File: src/rtl/quantized_mesh_stream_decoder_macros.svh
// Assertion macros for the terrain mesh stream decoder.
`ifndef QUANTIZED_MESH_STREAM_DECODER_MACROS_SVH
`define QUANTIZED_MESH_STREAM_DECODER_MACROS_SVH

// Same-cycle implication, checked out of reset.
`define QMSD_ASSERT_IMPL(lbl, ante, cons, msg) \
  lbl: assert property (@(posedge clk) disable iff (!rst_n) (ante) |-> (cons)) else $error(msg);

// Next-cycle implication, checked out of reset.
`define QMSD_ASSERT_NEXT(lbl, ante, cons, msg) \
  lbl: assert property (@(posedge clk) disable iff (!rst_n) (ante) |=> (cons)) else $error(msg);

`endif

File: src/rtl/qmsd_pkg.sv
// Shared types, codes and helpers for the terrain mesh stream decoder.
package qmsd_pkg;

  localparam int CMD_W   = 3;
  localparam int CODE_W  = 32;
  localparam int COORD_W = 16;
  localparam int CHAN_W  = 2;

  localparam logic [CMD_W-1:0] CMD_CLEAR  = 3'd0;
  localparam logic [CMD_W-1:0] CMD_U      = 3'd1;
  localparam logic [CMD_W-1:0] CMD_V      = 3'd2;
  localparam logic [CMD_W-1:0] CMD_HEIGHT = 3'd3;
  localparam logic [CMD_W-1:0] CMD_INDEX  = 3'd4;

  localparam logic [CHAN_W-1:0] CH_U      = 2'd0;
  localparam logic [CHAN_W-1:0] CH_V      = 2'd1;
  localparam logic [CHAN_W-1:0] CH_HEIGHT = 2'd2;
  localparam logic [CHAN_W-1:0] CH_INDEX  = 2'd3;

  localparam logic [1:0] CORNER_FIRST  = 2'd0;
  localparam logic [1:0] CORNER_SECOND = 2'd1;
  localparam logic [1:0] CORNER_THIRD  = 2'd2;

  typedef struct packed {
    logic fire;
    logic clear;
  } idx_ctl_t;

  function automatic logic [COORD_W-1:0] zigzag16(input logic [CODE_W-1:0] code);
    logic [COORD_W-1:0] w;
    w = code[COORD_W-1:0];
    return (w >> 1) ^ {COORD_W{w[0]}};
  endfunction

endpackage

File: src/rtl/quantized_mesh_stream_decoder.sv
// Terrain mesh stream decoder top level: vertex delta sums and triangle indices.
// Beats pass the input register, then the result register; an empty input register
// fills while a result waits. Throughput: one beat per cycle while out_stall is low.
// Clear and unused commands pass the input register without a result slot.
// Reset (rst_n, synchronous): clears all sums, the index state and both valid bits.
module quantized_mesh_stream_decoder (
  input  logic                         clk,
  input  logic                         rst_n,
  input  logic                         in_valid,
  output logic                         in_stall,
  input  logic [qmsd_pkg::CMD_W-1:0]   in_command,
  input  logic [qmsd_pkg::CODE_W-1:0]  in_code,
  output logic                         out_valid,
  input  logic                         out_stall,
  output logic [qmsd_pkg::CODE_W-1:0]  out_value,
  output logic [qmsd_pkg::CHAN_W-1:0]  out_channel,
  output logic                         out_triangle_done,
  output logic                         out_degenerate
);
  import qmsd_pkg::*;

  logic              in_valid_r;
  logic [CMD_W-1:0]  cmd_r;
  logic [CODE_W-1:0] code_r;

  logic [COORD_W-1:0] u_r, v_r, h_r;
  logic [COORD_W-1:0] sum_nxt, sel_sum;

  logic              out_valid_r;
  logic [CODE_W-1:0] value_r, value_nxt;
  logic [CHAN_W-1:0] chan_r, chan_nxt;
  logic              done_r, done_nxt;
  logic              degen_r, degen_nxt;

  logic              is_vertex, is_index, has_result, adv;
  idx_ctl_t          idx_ctl;
  logic [CODE_W-1:0] idx;
  logic              idx_done, idx_degen;

  assign is_vertex  = (cmd_r == CMD_U) || (cmd_r == CMD_V) || (cmd_r == CMD_HEIGHT);
  assign is_index   = (cmd_r == CMD_INDEX);
  assign has_result = is_vertex || is_index;
  assign adv        = in_valid_r && (!has_result || !out_valid_r || !out_stall);
  assign in_stall   = in_valid_r && !adv;

  assign idx_ctl.fire  = adv && is_index;
  assign idx_ctl.clear = adv && (cmd_r == CMD_CLEAR);

  qmsd_index_dec u_idx (
    .clk   (clk),
    .rst_n (rst_n),
    .ctl   (idx_ctl),
    .code  (code_r),
    .idx   (idx),
    .done  (idx_done),
    .degen (idx_degen)
  );

  always_comb begin
    case (cmd_r)
      CMD_U:   sel_sum = u_r;
      CMD_V:   sel_sum = v_r;
      default: sel_sum = h_r;
    endcase
    sum_nxt = sel_sum + zigzag16(code_r);
    if (is_index) begin
      value_nxt = idx;
      chan_nxt  = CH_INDEX;
      done_nxt  = idx_done;
      degen_nxt = idx_degen;
    end else begin
      value_nxt = {{(CODE_W-COORD_W){1'b0}}, sum_nxt};
      chan_nxt  = cmd_r[CHAN_W-1:0] - 1'b1;
      done_nxt  = 1'b0;
      degen_nxt = 1'b0;
    end
  end

  always_ff @(posedge clk) begin
    if (!rst_n) begin
      in_valid_r <= 1'b0;
    end else if (in_valid && !in_stall) begin
      in_valid_r <= 1'b1;
    end else if (adv) begin
      in_valid_r <= 1'b0;
    end
  end

  always_ff @(posedge clk) begin
    if (in_valid && !in_stall) begin
      cmd_r  <= in_command;
      code_r <= in_code;
    end
  end

  always_ff @(posedge clk) begin
    if (!rst_n || idx_ctl.clear) begin
      u_r <= '0;
      v_r <= '0;
      h_r <= '0;
    end else if (adv) begin
      case (cmd_r)
        CMD_U:      u_r <= sum_nxt;
        CMD_V:      v_r <= sum_nxt;
        CMD_HEIGHT: h_r <= sum_nxt;
        default:    ;
      endcase
    end
  end

  always_ff @(posedge clk) begin
    if (!rst_n) begin
      out_valid_r <= 1'b0;
    end else if (adv && has_result) begin
      out_valid_r <= 1'b1;
    end else if (!out_stall) begin
      out_valid_r <= 1'b0;
    end
  end

  always_ff @(posedge clk) begin
    if (adv && has_result) begin
      value_r <= value_nxt;
      chan_r  <= chan_nxt;
      done_r  <= done_nxt;
      degen_r <= degen_nxt;
    end
  end

  assign out_valid         = out_valid_r;
  assign out_value         = value_r;
  assign out_channel       = chan_r;
  assign out_triangle_done = done_r;
  assign out_degenerate    = degen_r;

`include "quantized_mesh_stream_decoder_macros.svh"

  `QMSD_ASSERT_IMPL(a_vertex_flags, out_valid && (out_channel != CH_INDEX), !out_triangle_done && !out_degenerate, "vertex beat carries triangle flags")
  `QMSD_ASSERT_IMPL(a_degen_done, out_valid && out_degenerate, out_triangle_done, "degenerate without triangle done")
  `QMSD_ASSERT_NEXT(a_in_capture, in_valid && !in_stall, in_valid_r, "accepted beat not held in input register")
  `QMSD_ASSERT_NEXT(a_out_hold, out_valid && out_stall, out_valid && $stable(out_value), "stalled result lost")

endmodule

File: src/rtl/qmsd_index_dec.sv
// High-water-mark triangle index decoder with corner tracking.
module qmsd_index_dec (
  input  logic                       clk,
  input  logic                       rst_n,
  input  qmsd_pkg::idx_ctl_t         ctl,
  input  logic [qmsd_pkg::CODE_W-1:0] code,
  output logic [qmsd_pkg::CODE_W-1:0] idx,
  output logic                       done,
  output logic                       degen
);
  import qmsd_pkg::*;

  logic [CODE_W-1:0] highest_r, highest_nxt;
  logic [CODE_W-1:0] first_r, first_nxt;
  logic [CODE_W-1:0] second_r, second_nxt;
  logic [1:0]        corner_r, corner_nxt;

  assign idx = highest_r - code;

  always_comb begin
    highest_nxt = highest_r;
    first_nxt   = first_r;
    second_nxt  = second_r;
    corner_nxt  = corner_r;
    done        = 1'b0;
    degen       = 1'b0;
    case (corner_r)
      CORNER_FIRST: begin
        first_nxt  = idx;
        corner_nxt = CORNER_SECOND;
      end
      CORNER_SECOND: begin
        second_nxt = idx;
        corner_nxt = CORNER_THIRD;
      end
      default: begin
        done       = 1'b1;
        degen      = (first_r == second_r) || (second_r == idx) || (first_r == idx);
        corner_nxt = CORNER_FIRST;
      end
    endcase
    if (code == '0) begin
      highest_nxt = highest_r + 1'b1;
    end
  end

  always_ff @(posedge clk) begin
    if (!rst_n || ctl.clear) begin
      highest_r <= '0;
      first_r   <= '0;
      second_r  <= '0;
      corner_r  <= CORNER_FIRST;
    end else if (ctl.fire) begin
      highest_r <= highest_nxt;
      first_r   <= first_nxt;
      second_r  <= second_nxt;
      corner_r  <= corner_nxt;
    end
  end

endmodule

File: config.mk
export PLATFORM = sky130hd
export DESIGN_NAME = quantized_mesh_stream_decoder
export DESIGN_NICKNAME = d
export VERILOG_FILES = /design/src/rtl/qmsd_pkg.sv /design/src/rtl/quantized_mesh_stream_decoder.sv /design/src/rtl/qmsd_index_dec.sv
export VERILOG_INCLUDE_DIRS = /design/src /design/src/rtl
export SDC_FILE = /design/constraint.sdc
export NUM_CORES = 1
export LEC_CHECK = 0
export BUFFER_PORTS_ARGS = -buffer_cell sky130_fd_sc_hd__buf_2
export CAP_MARGIN = 0
export CORE_UTILIZATION = 31
export DETAILED_ROUTE_END_ITERATION = 8
export GPL_TIMING_DRIVEN = 0
export PLACE_DENSITY = 0.5
export SYNTH_ARGS = -nofsm -noshare
export SYNTH_HDL_FRONTEND = slang
export SYNTH_SLANG_ARGS = --single-unit
File: constraint.sdc
create_clock -name clk -period 5.12 [get_ports clk]
set_clock_uncertainty 0.05 [all_clocks]
set_input_delay 0.512 -clock clk [delete_from_list [all_inputs] [get_ports clk]]
set_output_delay 0.512 -clock clk [all_outputs]
set_load 0.02 [all_outputs]
==> key figures <==
Detailed routing
  • TritonRoute pass-1 iters: 7
  • Via Count: 11430
  • Routed wire per std cell: 19.45 um
  • # DRC: 0
  • Initial DRC count: 961
  • DRT antenna net count: 0
  • Via-per-instance ratio: 5.177
  • Drt total wl: 42940 um

Timing
  • Worst Max-Slew Pin Slew: 979.9 ps
  • Final min period: 4827 ps
  • Fin. Hold Viols: 0
  • Final Cycle Share: 94.29%
  • Fmax: 207.2 MHz
  • Worst Hold Slack: 92.60 ps
  • Max Slew Vio Count: 0
  • Slew HR: 34.21%
  • Final setup fails: 0
  • Unrepaired setup endpoints after global routing: false

Yosys
  • Yosys warnings: 0
  • Largest cells by area after synthesis: dfxtp_1 23%, edfxtp_1 16%, nand2_1 7.4%
  • Cells after synthesis: 1550
  • Synthesized area: 13060 um^2
  • Primary FF master, synth: dfxtp_1
  • Synth unique cells: 79
  • Syn avg cell area: 8.423 um^2
  • #FFs+latches synth: 219
  • Syn nets: 1644
  • Share of the synthesized area in the top cell type: 22.70%
  • Post-synth EDFFs: 71
  • Post-synth ARST share: 0%
  • Synth area leader: dfxtp_1
  • Seq/Total Area, Yosys: 39.03%

Critical path
  • Crit Path Max Fanout: 6
  • Required @ worst endpoint: 5450 ps
  • R2r setup slk: 290 ps
  • R2R depth: 16
  • Critical path arrival: 5160 ps
  • CP endpoint kind: flop
  • Reg2reg start: u_idx.highest_r[0]
  • Startpoint types: flop
  • Crit path from: u_idx.highest_r[0]
  • Worst path max stage delay: 570 ps
  • Setup crit end: out_degenerate
  • Family with the most delay on the worst path: simple AND/OR/NAND/NOR gates
  • Worst r2r dst: out_degenerate
  • Setup CP Type: flop to flop
  • WP buf/inv: 2
  • Critical Path Stages: 16
  • Critical path's most frequent cell: nor4_1
  • Cells along the critical path: inv_1 > ha_1 > inv_1 > fa_1 > xor2_1 > nor4_1 > o2111ai_1 > nor4_1 > o211ai_1 > nor4_1 > nand4_1 > and4b_1 > nand4_1 > or4_1 > o211a_1 > o21ai_1
  • Slowest CP cell: fa_1

Worst hold path
  • Worst hold path type: input pin to flop

Placed design
  • RePlAce Congestion: 0.8953
  • HPWL after detailed placement: 33190 um
  • Port bufs: 76

Floorplanning
  • Cell Rows: 74
  • Die Y: 207.2 um
  • IO Pins: 77
  • Die W: 207.2 um
  • Initial Util: 31.69%
  • Die ar.: 42940 um^2
  • Core Area: 41200 um^2

Global routing
  • Pin count of the biggest net entering global routing: 33
  • Vias in the first global route: 10630
  • First-pass GRT wire length: 65140 um
  • All-Layer GR Usage: 19.71%
  • Global route total overflow: 0
  • Initial antenna violation count: 0

Finish
  • Layout area overhead: 14.96%
  • Nets@finish: 1750
  • Diode count: 0
  • Layout cells sized above 1: 9.189%
  • Fillers: 4246

CTS
  • Hold-fix buffers, CTS: 0
  • TritonCTS clock tree: built
  • Clk_lat worst skew: 540 ps
  • Reg clk slew, reported paths: 60 ps
  • Clk buf depth: 3
  • Htree depth: 1
  • CTS buffer count: 27
  • Num Clock Sinks: 219
  • Root buf cell: clkbuf_16

Run status
  • Status: complete, no violations

Pwr
  • PD cells: 272.5 nW/um^2
  • Final Power: 4.090 mW
  • Maximum vdd ir drop: 0.1902 mV
  • LEAKAGE: 5.950 nW

Job
  • Number of max-cap violations: 0
worst reg2reg max path, cell delays in order, from the launching register on:
cell and delay (ps):
dfxtp_1 440, inv_1 100, ha_1 180, inv_1 60
fa_1 570, xor2_1 220, nor4_1 530, o2111ai_1 210
nor4_1 300, o211ai_1 130, nor4_1 400, nand4_1 150
and4b_1 320, nand4_1 160, or4_1 540, o211a_1 140
o21ai_1 150
layer usage:
| layer | up-vias | track usage [%] | wire (um) |
|---|---|---|---|
| met2 | 338 | 30.52 | 18670 |
| met4 | 0 | 5.250 | 932 |
| li1 | 5637 | - | - |
| met3 | 62 | 2.254 | 2322 |
| met1 | 5393 | 28.88 | 21020 |
| met5 | - | 0 | 0 |
synth_stat cells, types with 33 or more instances:
| master | number |
|---|---|
| xnor2_1 | 70 |
| nor2_1 | 148 |
| dfxtp_1 | 148 |
| nand2_1 | 258 |
| xor2_1 | 88 |
| clkbuf_1 | 71 |
| inv_1 | 52 |
| o21ai_0 | 49 |
| edfxtp_1 | 71 |
| a21oi_1 | 152 |
| nand3_1 | 33 |
| ha_1 | 53 |
per-stage QoR:
stage          util [%]  setup WS (ps)  area (um^2)  setup TNS, ps  std cells
2_1_floorplan         -           1153        13060              0       1550
3_3_place_gp      34.22         -78.00        14100         -78.00       2158
3_5_place_dp      34.36         -116.4        14160         -116.4       2160
4_1_cts           36.31          78.00        14960              0       2209
5_1_grt           36.43          40.45        15010              0       2208
6_report          36.43          292.6        15010              0       2208
where the power goes:
part	internal, mW	switching (mW)	total, mW
Sequential	1.84	0.0286	1.86
Clock	1.01	0.756	1.76
Combinational	0.150	0.312	0.462
Total	2.99	1.10	4.09
registers in the layout, summed over array words and instances (netlist names):
signal / count
out_triangle_done: 1
cmd_r: 3
u_idx.corner_r: 2
u_idx.first_r: 32
out_channel: 2
out_valid: 1
out_degenerate: 1
in_valid_r: 1
u_r: 16
h_r: 16
code_r: 32
v_r: 16
u_idx.second_r: 32
u_idx.highest_r: 32
out_value: 32
cell families (layout without fill, tap and decap cells):
group	after synthesis	in the layout	share of synthesized area (%)
and+or+nand+nor	615	615	21.57
AOI/OAI and AO/OA	346	346	16.69
DFF	219	219	39.03
xor gates and xnor gates	168	168	12.26
buffers and inverters	133	259	3.920
adders and majority gates	55	55	5.386
muxes	14	14	1.150
area by class of cell:
class	count	area, um^2	area share [%]
Buffer	80	320.3	2.134
Clock buffer	38	747.0	4.977
Clock inverter	11	53.80	0.3585
Inverter	52	195.2	1.301
Multi-Input combinational cell	1198	7511	50.05
Sequential cell	219	5095	33.95
Tap cell	532	665.6	4.435
Timing Repair Buffer	78	420.4	2.801
what timing repair did:
item | CTS | global route
setup buffers | 0 | 0
endpoints found under the setup margin | 4 | 12
resized for setup | 3 | 14
pin swaps | 0 | 1
worst min-delay path by stage:
stage	slack [ps]	endpoint	cells after the start	startpoint
6_report	90	code_r[26]	1	in_code[26]
4_1_cts	70	code_r[26]	1	in_code[26]
3_5_place_dp	400	v_r[3]	2	v_r[3]
5_1_grt	70	code_r[26]	1	in_code[26]
3_3_place_gp	390	v_r[3]	2	v_r[3]
2_1_floorplan	390	v_r[0]	2	v_r[0]
placed cells by master (no fill, tap or decap), types with 17 or more instances in the layout:
cell       count
nand2_1      258
xor2_1        88
o21ai_0       49
edfxtp_1      71
buf_2         80
clkbuf_16     27
a21oi_1      152
ha_1          53
nand4_1       25
nor2_1       146
dfxtp_1      148
xnor2_1       67
a211oi_1      22
and2_1        18
nand3_1       33
a21o_1        17
nor3_1        20
clkbuf_1      74
inv_1         52
nor4_1        23
(Power assumes the default switching activity.)
